`src/hw/rtl/ith_pkg.sv`:
```
// Shared constants and types for the ignition tachometer and hour meter.
package ith_pkg;

  // Width of timer counts, periods and the speed quotient.
  localparam int DIV_W = 32;
  // Iteration counter width: it must hold DIV_W itself.
  localparam int CNT_W = $clog2(DIV_W + 1);

  // Configuration register indexes.
  localparam logic [1:0] REG_MIN_PERIOD     = 2'd0;
  localparam logic [1:0] REG_RPM_SCALE      = 2'd1;
  localparam logic [1:0] REG_REVS_PER_PULSE = 2'd2;
  localparam logic [1:0] REG_TIMEOUT_TICKS  = 2'd3;

  // Reset values.
  localparam logic [31:0] MIN_PERIOD_RST     = 32'd1;
  localparam logic [31:0] RPM_SCALE_RST      = 32'd960000000;
  localparam logic [7:0]  REVS_PER_PULSE_RST = 8'd1;
  localparam logic [31:0] TIMEOUT_TICKS_RST  = 32'd1000000;
  localparam logic [31:0] PERIOD_RST         = 32'd48000;

  // Input item modes.
  localparam logic MODE_CAPTURE = 1'b0;
  localparam logic MODE_POLL    = 1'b1;

  // Status the divider reports to the sequencer.
  typedef struct packed {
    logic busy;
    logic done;
  } ith_div_sts_t;

endpackage

```
`src/hw/rtl/ith_div.sv`:
```
// Iterative restoring divider: one quotient bit per cycle.
module ith_div (
  input  logic                       clk,
  input  logic                       rst_n,
  input  logic                       start,
  input  logic [ith_pkg::DIV_W-1:0]  dividend,
  input  logic [ith_pkg::DIV_W-1:0]  divisor,
  output logic [ith_pkg::DIV_W-1:0]  quotient,
  output ith_pkg::ith_div_sts_t      sts
);

  logic                      busy_r, busy_nxt;
  logic                      done_r, done_nxt;
  logic [ith_pkg::CNT_W-1:0] cnt_r, cnt_nxt;
  logic [ith_pkg::DIV_W-1:0] rem_r, rem_nxt;
  logic [ith_pkg::DIV_W-1:0] quo_r, quo_nxt;
  logic [ith_pkg::DIV_W-1:0] dsr_r, dsr_nxt;

  logic [ith_pkg::DIV_W:0]   rem_sh;
  logic [ith_pkg::DIV_W:0]   rem_sub;
  logic                      ge;

  // One shift-and-subtract step. A zero divisor always passes the compare,
  // so the quotient comes out as all ones.
  always_comb begin
    rem_sh  = {rem_r, quo_r[ith_pkg::DIV_W-1]};
    ge      = (rem_sh >= {1'b0, dsr_r});
    rem_sub = rem_sh - {1'b0, dsr_r};
  end

  // Iteration control.
  always_comb begin
    busy_nxt = busy_r;
    done_nxt = 1'b0;
    cnt_nxt  = cnt_r;
    rem_nxt  = rem_r;
    quo_nxt  = quo_r;
    dsr_nxt  = dsr_r;
    if (start) begin
      busy_nxt = 1'b1;
      cnt_nxt  = ith_pkg::CNT_W'(ith_pkg::DIV_W);
      rem_nxt  = '0;
      quo_nxt  = dividend;
      dsr_nxt  = divisor;
    end else if (busy_r) begin
      rem_nxt = ge ? rem_sub[ith_pkg::DIV_W-1:0] : rem_sh[ith_pkg::DIV_W-1:0];
      quo_nxt = {quo_r[ith_pkg::DIV_W-2:0], ge};
      cnt_nxt = cnt_r - 1'b1;
      if (cnt_r == ith_pkg::CNT_W'(1)) begin
        busy_nxt = 1'b0;
        done_nxt = 1'b1;
      end
    end
  end

  // Control state resets; the datapath does not need to.
  always_ff @(posedge clk) begin
    if (!rst_n) begin
      busy_r <= 1'b0;
      done_r <= 1'b0;
      cnt_r  <= '0;
    end else begin
      busy_r <= busy_nxt;
      done_r <= done_nxt;
      cnt_r  <= cnt_nxt;
    end
  end

  always_ff @(posedge clk) begin
    rem_r <= rem_nxt;
    quo_r <= quo_nxt;
    dsr_r <= dsr_nxt;
  end

  assign quotient = quo_r;
  assign sts.busy = busy_r;
  assign sts.done = done_r;

  // A new division is never started on top of one in flight.
  a_no_restart: assert property (@(posedge clk) disable iff (!rst_n)
    start |-> !busy_r)
    else $error("divider restarted while busy");

  // Done follows the last iteration exactly.
  a_done_after_last: assert property (@(posedge clk) disable iff (!rst_n)
    (busy_r && !start && cnt_r == ith_pkg::CNT_W'(1)) |=> (done_r && !busy_r))
    else $error("divider done pulse missing");

endmodule

```
`src/hw/rtl/ignition_tachometer_hour_meter_top.sv`:
```
// Top level of the ignition tachometer with hour meter and revolution counter.
//
// Each input beat is either an ignition capture (mode 0) or a timeout poll
// (mode 1) carrying the free-running timer count, and each one yields
// exactly one output beat with the speed, period, running flag, both 64-bit
// totals and the save request as they stand after that beat. A capture
// whose period is accepted runs the 32-bit restoring divider (one quotient
// bit per cycle) via the evaluate, divide and publish states; other beats
// go from evaluate to publish. The block takes one beat at a time and holds
// in_stall high while it works. A finished result waits in the output
// register, and the block already accepts the next input beat then. The
// user must write configuration through cfg_we/cfg_index/cfg_wdata only
// while the block is idle; the block itself does not enforce this.
module ignition_tachometer_hour_meter_top (
  input  logic        clk,
  input  logic        rst_n,
  // Configuration write port
  input  logic        cfg_we,
  input  logic [1:0]  cfg_index,
  input  logic [31:0] cfg_wdata,
  // Input channel
  input  logic        in_valid,
  output logic        in_stall,
  input  logic        in_mode,
  input  logic [31:0] in_timer_count,
  // Output channel
  output logic        out_valid,
  input  logic        out_stall,
  output logic [31:0] out_rpm_x16,
  output logic [31:0] out_period_ticks,
  output logic        out_motor_on,
  output logic [63:0] out_run_ticks,
  output logic [63:0] out_revolutions,
  output logic        out_save_request
);

  // Sequencer states.
  localparam logic [1:0] S_IDLE = 2'd0;
  localparam logic [1:0] S_EVAL = 2'd1;
  localparam logic [1:0] S_DIV  = 2'd2;
  localparam logic [1:0] S_PUB  = 2'd3;

  logic [1:0]  state_r, state_nxt;

  // Configuration registers.
  logic [31:0] min_period_r;
  logic [31:0] rpm_scale_r;
  logic [7:0]  revs_per_pulse_r;
  logic [31:0] timeout_ticks_r;

  // Engine state.
  logic        armed_r, armed_nxt;
  logic [31:0] last_capture_r, last_capture_nxt;
  logic [31:0] period_r, period_nxt;
  logic [31:0] speed_r, speed_nxt;
  logic        running_r, running_nxt;
  logic [63:0] tick_total_r, tick_total_nxt;
  logic [63:0] rev_total_r, rev_total_nxt;
  logic        save_r, save_nxt;

  // Held input beat.
  logic        mode_r;
  logic [31:0] count_r;

  // Output register.
  logic        out_valid_r, out_valid_nxt;
  logic [31:0] out_rpm_r;
  logic [31:0] out_period_r;
  logic        out_running_r;
  logic [63:0] out_ticks_r;
  logic [63:0] out_revs_r;
  logic        out_save_r;

  logic        in_acc;
  logic        out_load;
  logic [31:0] diff;
  logic        div_start;
  logic [31:0] div_q;
  ith_pkg::ith_div_sts_t div_sts;

  assign in_acc   = in_valid && !in_stall;
  assign in_stall = (state_r != S_IDLE);
  assign out_load = (state_r == S_PUB) && (!out_valid_r || !out_stall);
  assign diff     = count_r - last_capture_r;

  // Divider for the speed: rpm_scale / period.
  ith_div u_div (
    .clk      (clk),
    .rst_n    (rst_n),
    .start    (div_start),
    .dividend (rpm_scale_r),
    .divisor  (diff),
    .quotient (div_q),
    .sts      (div_sts)
  );

  // Sequencer and state update.
  always_comb begin
    state_nxt        = state_r;
    armed_nxt        = armed_r;
    last_capture_nxt = last_capture_r;
    period_nxt       = period_r;
    speed_nxt        = speed_r;
    running_nxt      = running_r;
    tick_total_nxt   = tick_total_r;
    rev_total_nxt    = rev_total_r;
    save_nxt         = save_r;
    div_start        = 1'b0;
    unique case (state_r)
      S_IDLE: begin
        if (in_acc) begin
          save_nxt  = 1'b0;
          state_nxt = S_EVAL;
        end
      end
      S_EVAL: begin
        state_nxt = S_PUB;
        if (mode_r == ith_pkg::MODE_CAPTURE) begin
          if (!armed_r) begin
            // First capture only arms.
            armed_nxt        = 1'b1;
            last_capture_nxt = count_r;
          end else if (diff >= min_period_r) begin
            last_capture_nxt = count_r;
            period_nxt       = diff;
            tick_total_nxt   = tick_total_r + 64'(diff);
            rev_total_nxt    = rev_total_r + 64'(revs_per_pulse_r);
            running_nxt      = 1'b1;
            div_start        = 1'b1;
            state_nxt        = S_DIV;
          end
        end else if (running_r && (diff > timeout_ticks_r)) begin
          // Timeout: count the last period and stop the engine.
          tick_total_nxt = tick_total_r + 64'(period_r);
          speed_nxt      = '0;
          period_nxt     = '0;
          running_nxt    = 1'b0;
          armed_nxt      = 1'b0;
          save_nxt       = 1'b1;
        end
      end
      S_DIV: begin
        if (div_sts.done) begin
          speed_nxt = div_q;
          state_nxt = S_PUB;
        end
      end
      S_PUB: begin
        if (out_load) begin
          state_nxt = S_IDLE;
        end
      end
    endcase
  end

  // Output beat is held until the consumer takes it.
  always_comb begin
    if (out_load) begin
      out_valid_nxt = 1'b1;
    end else begin
      out_valid_nxt = out_valid_r && out_stall;
    end
  end

  always_ff @(posedge clk) begin
    if (!rst_n) begin
      state_r          <= S_IDLE;
      min_period_r     <= ith_pkg::MIN_PERIOD_RST;
      rpm_scale_r      <= ith_pkg::RPM_SCALE_RST;
      revs_per_pulse_r <= ith_pkg::REVS_PER_PULSE_RST;
      timeout_ticks_r  <= ith_pkg::TIMEOUT_TICKS_RST;
      armed_r          <= 1'b0;
      last_capture_r   <= '0;
      period_r         <= ith_pkg::PERIOD_RST;
      speed_r          <= '0;
      running_r        <= 1'b0;
      tick_total_r     <= '0;
      rev_total_r      <= '0;
      save_r           <= 1'b0;
      out_valid_r      <= 1'b0;
    end else begin
      state_r        <= state_nxt;
      armed_r        <= armed_nxt;
      last_capture_r <= last_capture_nxt;
      period_r       <= period_nxt;
      speed_r        <= speed_nxt;
      running_r      <= running_nxt;
      tick_total_r   <= tick_total_nxt;
      rev_total_r    <= rev_total_nxt;
      save_r         <= save_nxt;
      out_valid_r    <= out_valid_nxt;
      if (cfg_we) begin
        unique case (cfg_index)
          ith_pkg::REG_MIN_PERIOD:     min_period_r     <= cfg_wdata;
          ith_pkg::REG_RPM_SCALE:      rpm_scale_r      <= cfg_wdata;
          ith_pkg::REG_REVS_PER_PULSE: revs_per_pulse_r <= cfg_wdata[7:0];
          ith_pkg::REG_TIMEOUT_TICKS:  timeout_ticks_r  <= cfg_wdata;
        endcase
      end
    end
  end

  // Payload registers: input beat capture and output snapshot.
  always_ff @(posedge clk) begin
    if (in_acc) begin
      mode_r  <= in_mode;
      count_r <= in_timer_count;
    end
    if (out_load) begin
      out_rpm_r     <= speed_r;
      out_period_r  <= period_r;
      out_running_r <= running_r;
      out_ticks_r   <= tick_total_r;
      out_revs_r    <= rev_total_r;
      out_save_r    <= save_r;
    end
  end

  assign out_valid        = out_valid_r;
  assign out_rpm_x16      = out_rpm_r;
  assign out_period_ticks = out_period_r;
  assign out_motor_on     = out_running_r;
  assign out_run_ticks    = out_ticks_r;
  assign out_revolutions  = out_revs_r;
  assign out_save_request = out_save_r;

  // The engine can only run while armed.
  a_running_armed: assert property (@(posedge clk) disable iff (!rst_n)
    running_r |-> armed_r)
    else $error("running without armed");

  // A stopped engine never reports a speed.
  a_stopped_no_speed: assert property (@(posedge clk) disable iff (!rst_n)
    (out_valid_r && !out_running_r) |-> (out_rpm_r == '0))
    else $error("speed shown while stopped");

  // A save request comes only with a cleared speed and period.
  a_save_cleared: assert property (@(posedge clk) disable iff (!rst_n)
    (out_valid_r && out_save_r) |-> (!out_running_r && out_period_r == '0 &&
                                     out_rpm_r == '0))
    else $error("save request with engine state not cleared");

  // The divider only reports completion while the sequencer waits for it.
  a_div_done_state: assert property (@(posedge clk) disable iff (!rst_n)
    div_sts.done |-> (state_r == S_DIV))
    else $error("divider done outside of the divide state");

endmodule

```
`config.mk`:
```
export PLATFORM = sky130hd
export DESIGN_NAME = ignition_tachometer_hour_meter_top
export DESIGN_NICKNAME = d
export VERILOG_FILES = /design/src/hw/rtl/ith_pkg.sv /design/src/hw/rtl/ith_div.sv /design/src/hw/rtl/ignition_tachometer_hour_meter_top.sv
export SDC_FILE = /design/constraint.sdc
export NUM_CORES = 1
export LEC_CHECK = 0
export BUFFER_PORTS_ARGS = -buffer_cell sky130_fd_sc_hd__buf_2
export CORE_MARGIN = 2
export CORE_UTILIZATION = 40
export CTS_CLUSTER_DIAMETER = 100
export DETAILED_ROUTE_END_ITERATION = 7
export PLACE_DENSITY_LB_ADDON = 0.25
export RECOVER_POWER = 50
export SETUP_SLACK_MARGIN = 0.02
export SYNTH_ARGS = -nofsm -noshare
export SYNTH_HDL_FRONTEND = slang
export SYNTH_HIERARCHICAL = 1
export SYNTH_SLANG_ARGS = --single-unit
```
`constraint.sdc`:
```
create_clock -name clk -period 23.8 [get_ports clk]
set_input_delay 7.14 -clock clk [delete_from_list [all_inputs] [get_ports clk]]
set_output_delay 7.14 -clock clk [all_outputs]
set_load 0.005 [all_outputs]
```
==> results of run 1 <==
worst register-to-register path, delay by kind of cell, from the launching register on:
family | cells | cell delay [ps]
DFF | 1 | 400
AOI/OAI and AO/OA | 11 | 2840
xor gates and xnor gates | 1 | 140
adders and majority gates | 2 | 650
buffers and inverters | 4 | 5640
and+or+nand+nor | 4 | 1590
through the flow:
stage	cell area (um^2)	setup slack, ps	util	power [W]
floorplan	31400	1680	-	0.00231
global placement	33700	14220	0.436	0.00266
finish	36100	11110	0.466	0.00380
detailed placement	33700	14160	0.436	0.00267
global route	36100	10440	0.466	0.00403
CTS	36200	14800	0.467	0.00385
metal layers:
layer,vias to the layer above,part of all wire,track usage
met5,-,0.00018,0
met4,2,0.029,0.0659
met3,139,0.058,0.0369
met2,568,0.45,0.320
met1,11200,0.46,0.277
li1,11600,-,-
power by group through the flow:
stage / Clock [W] / Combinational, W / Sequential, W
after global placement: 0 / 0.00125 / 0.00141
after global routing: 0.00124 / 0.00139 / 0.00140
final: 0.00116 / 0.00125 / 0.00139
after CTS: 0.00119 / 0.00127 / 0.00139
after detailed placement: 0 / 0.00127 / 0.00141
after floorplan: 0 / 0.000894 / 0.00141
flip-flops by register name, summed over array words and instances, names as in the netlist, 8 cells and up:
name,cells
count_r,32
last_capture_r,32
min_period_r,32
out_period_ticks,32
out_revolutions,64
out_rpm_x16,32
out_run_ticks,64
period_r,32
rev_total_r,64
revs_per_pulse_r,8
rpm_scale_r,32
speed_r,32
tick_total_r,64
timeout_ticks_r,32
u_div/dsr_r,32
u_div/quotient,32
u_div/rem_r,32
cell type report:
type / count / area [um^2] / share of cell area
sequential: 665 / 16200 / 0.450
multi-input combinational: 2141 / 13800 / 0.383
clock buffer: 102 / 2050 / 0.0567
timing repair buffer: 310 / 1560 / 0.0433
tap: 1040 / 1300 / 0.0361
inverter: 181 / 681 / 0.0189
clock inverter: 34 / 420 / 0.0117
antenna: 2 / 5.00 / 0.000139
final timing paths:
kind	startpoint	end
max	rst_n	period_r[17]
min	speed_r[2]	out_rpm_x16[2]
max reg2reg	count_r[10]	u_div/rem_r[26]
min reg2reg	speed_r[2]	out_rpm_x16[2]
==> results by group, run 1 <==
STA
  • Worst rel slew slack: -2.04
  • Tcrit/Tclk final: 0.533
  • Clock Skews: 24.0 ps
  • Unrepaired setup endpoints after global routing: no
  • Minimum clock period: 12700 ps
  • Setup violators final: 0
  • Worst hold slack: 428 ps
  • Setup TNS Final: 0 ps
  • Fmax achieved: 0.0788 GHz
  • Final Hold Vio Count: 0
  • Worst-Margin Slew: 4560 ps
  • Pins over their slew limit: 394

Power
  • Sequential power share: 0.365
  • Clk pwr share: 0.306
  • Power Dens Cells: 105 nW/um^2
  • Internal power: 0.00248 W
  • Comb power frac: 0.329
  • Switch share: 0.349
  • P_sw: 0.00133 W
  • LEAKAGE: 13.9 nW
  • VDD IR max: 55.5 uV

Floorplan
  • Die extent in y: 284 um
  • Die area: 80600 um^2
  • Initial Util: 0.405
  • Core ar.: 77500 um^2
  • Die width: 284 um
  • # rows: 102
  • # IOs: 268

Drt
  • Drt via density: 5.25
  • Remaining DRCs: 0
  • Starting DRT DRC Count: 1627
  • Post-DR wirelength/cell: 18.5 um
  • First-pass iteration count of the detailed router: 5
  • ANT nets after route: 0
  • Post-Route WL: 82800 um
  • Via count: 23.5k

Critical path
  • Critical-path cell list: clkbuf_1, clkinvlp_2, nor2_1, a22o_1
  • CP Max Fanout: 110
  • Critical path's slowest cell: clkinvlp_2
  • R2r setup slk: 12430 ps
  • Setup CP Type: input port to flip-flop
  • Crit-path max cell delay: 3260 ps
  • Cell family with most CP delay: buffers and inverters
  • Worst Setup End Kind: flip-flop
  • Critical path depth in cells: 4
  • Req. time, crit path: 24360 ps
  • Bufs and invs on worst path: 2
  • Startpoint Class: input port
  • R2r worst-path depth: 22
  • CP Data Arrival Time: 13250 ps

Clocking
  • Root buffer cell: clkbuf_16
  • H-tree depth: 3
  • CTS Buf Count: 73
  • Clock buffer depth: 3
  • Setup Fix Bufs, Post-CTS: 0
  • CTS tree: yes
  • Hold_buf cts: 0
  • Clk sinks: 665
  • Reg clk slew, reported paths: 70 ps
  • Worst-Skew Late Latency: 620 ps
  • CTS resizes: 0

Finish
  • Non-Filler Instances: 4475
  • Commonest cells after routing, fill and taps aside: nand2_1, dfxtp_1, a21oi_1, edfxtp_1, buf_2
  • Fraction of layout cells with a size suffix above 1: 0.139
  • Area delta synth->final: 15.1%
  • Fill count: 7437
  • Most common cell after layout, fill and taps aside: nand2_1
  • Nets: 3621

Worst hold path
  • Hold depth: 0
  • Hold Path Class: flip-flop to flip-flop

Global routing
  • Largest net degree at the start of global routing: 182
  • Total track usage: 0.202
  • Initial antenna violation count: 3
  • Vias in the first global route: 22.4k
  • Grt ovf: 0
  • First-pass GRT wire length: 129000 um

Synthesis
  • Post-Syn Area: 31400 um^2
  • Synth Warn #: 6
  • Post-Syn Nets: 3375
  • Syn_area_per_cell: 10.0 um^2
  • Post-Syn Instances: 3126

Run status
  • Status: complete, but fails checks
  • Failing checks: capacitance limit, slew limit

Place
  • I/O Buffers: 267
  • Post-DP HPWL: 57400 um
  • Routability congestion estimate: 0.869
  • Placed insts: 4337

Job
  • Max-Cap Viols: 7
Note: power is estimated with default switching activity, not from simulation.
==> inputs of run 2 (changes only) <==
Settings changed: ABC_AREA set to 1.
Clock period 23.8 ns to 11.4 ns, I/O delays scaled along.
==> results by group, run 2 <==
Run status
  • Status: complete, but fails checks
  • Failing checks: capacitance limit, slew limit

STA
  • Minimum clock period: 8980 ps
  • Worst rel slew slack: -1.71
  • Setup TNS Final: 0 ps
  • Tcrit/Tclk final: 0.788
  • Unrepaired setup endpoints after global routing: no
  • Clock Skews: 29.9 ps
  • Fmax achieved: 0.111 GHz
  • Pins over their slew limit: 366
  • Final Hold Vio Count: 0
  • Worst hold slack: 429 ps
  • Final setup margin: 2420 ps
  • Setup violators final: 0
  • Worst-Margin Slew: 4070 ps

Global routing
  • Largest net degree at the start of global routing: 97
  • First-pass GRT wire length: 174000 um
  • Grt ovf: 0
  • Total track usage: 0.240
  • Vias in the first global route: 29.6k
  • Initial antenna violation count: 5

Clocking
  • Worst-Skew Late Latency: 630 ps
  • H-tree depth: 3
  • Hold_buf cts: 0
  • Clock buffer depth: 3
  • CTS tree: yes
  • CTS resizes: 0
  • Reg clk slew, reported paths: 60 ps
  • CTS Buf Count: 75
  • Clk sinks: 665
  • Root buffer cell: clkbuf_16
  • Setup Fix Bufs, Post-CTS: 0

Drt
  • Via count: 32.0k
  • ANT nets after route: 0
  • Starting DRT DRC Count: 2740
  • Post-Route WL: 115000 um
  • Drt via density: 5.03
  • Post-DR wirelength/cell: 18.0 um
  • First-pass iteration count of the detailed router: 6
  • Remaining DRCs: 0

Place
  • Placed insts: 6226
  • Worst slack, placed: 4330 ps
  • Routability congestion estimate: 0.982
  • Post-DP HPWL: 86900 um
  • I/O Buffers: 267

Critical path
  • Most used cell, CP: clkbuf_1
  • CP Max Fanout: 95
  • Startpoint Class: input port
  • CP Data Arrival Time: 9500 ps
  • R2r worst-path depth: 30
  • Setup CP Type: input port to flip-flop
  • Critical path's slowest cell: clkbuf_1
  • Critical-path cell list: clkbuf_1, clkbuf_1, buf_4, o21ai_0, a21oi_1
  • Crit-path max cell delay: 2760 ps
  • Worst Setup End Kind: flip-flop
  • Req. time, crit path: 11920 ps

Finish
  • Nets: 5376
  • Most common cell after layout, fill and taps aside: nand2_1
  • Fraction of layout cells with a size suffix above 1: 0.0760
  • Fill count: 9171
  • Non-Filler Instances: 6368
  • Commonest cells after routing, fill and taps aside: nand2_1, inv_1, nor2_1, dfxtp_1, a21oi_1
  • Area delta synth->final: 13.0%

Power
  • VDD IR max: 114 uV
  • Clk pwr share: 0.294
  • Power Total: 0.00867 W
  • LEAKAGE: 18.3 nW
  • P_sw: 0.00332 W
  • Switch share: 0.383
  • Comb power frac: 0.356
  • Power Dens Cells: 211 nW/um^2
  • Internal power: 0.00535 W
  • Sequential power share: 0.350

Floorplan
  • # rows: 110
  • Die extent in y: 306 um
  • Die area: 93500 um^2
  • Initial Util: 0.404
  • Die width: 306 um
  • # IOs: 268
  • Core ar.: 90100 um^2

Synthesis
  • Post-Syn Area: 36400 um^2
  • Syn_area_per_cell: 7.43 um^2
  • Synth Warn #: 6
  • Post-Syn Nets: 5150
  • Post-Syn Instances: 4901

Worst hold path
  • Hold Path Class: flip-flop to flip-flop
  • Hold depth: 0

Job
  • Max-Cap Viols: 6
-- run 2: final timing paths --
path                            slack (ps)        start                end
worst max-delay path                  2420        rst_n  last_capture_r[3]
worst min-delay path                   430  speed_r[28]    out_rpm_x16[28]
worst max register to register        4330   count_r[0]  u_div/quotient[4]
worst min register to register         430  speed_r[28]    out_rpm_x16[28]
-- run 2: worst max-delay path: cells and delay by family --
family | cells | cell delay, ps
compound gates | 2 | 420
buf+inv | 3 | 5450
-- run 2: cell type report --
type	count	area [um^2]	share of cell area
antenna	5	12.5	0.000304
clock buffer	94	2040	0.0496
clock inverter	43	534	0.0130
inverter	656	2480	0.0602
multi-input combinational	3435	17000	0.412
sequential	665	16200	0.394
tap	1176	1470	0.0358
timing repair buffer	294	1420	0.0345
-- run 2: routing by layer --
layer | share of wire | up-vias | global-route usage
met1 | 0.47 | 14700 | 0.339
met3 | 0.066 | 164 | 0.0349
li1 | - | 16200 | -
met2 | 0.44 | 905 | 0.376
met5 | 0 | - | 0
met4 | 0.029 | 0 | 0.0765
-- run 2: through the flow --
step	cell area (um^2)	util
after global routing	41100	0.456
after floorplan	36400	-
after CTS	41300	0.458
after detailed placement	38700	0.429
final	41100	0.456
after global placement	38700	0.429
-- run 2: power by group through the flow --
stage	combinational (W)	clock, W	sequential (W)
6_report	0.00309	0.00255	0.00304
3_3_place_gp	0.00305	0	0.00307
2_1_floorplan	0.00211	0	0.00305
5_1_grt	0.00347	0.00270	0.00307
3_5_place_dp	0.00306	0	0.00307
4_1_cts	0.00308	0.00261	0.00303
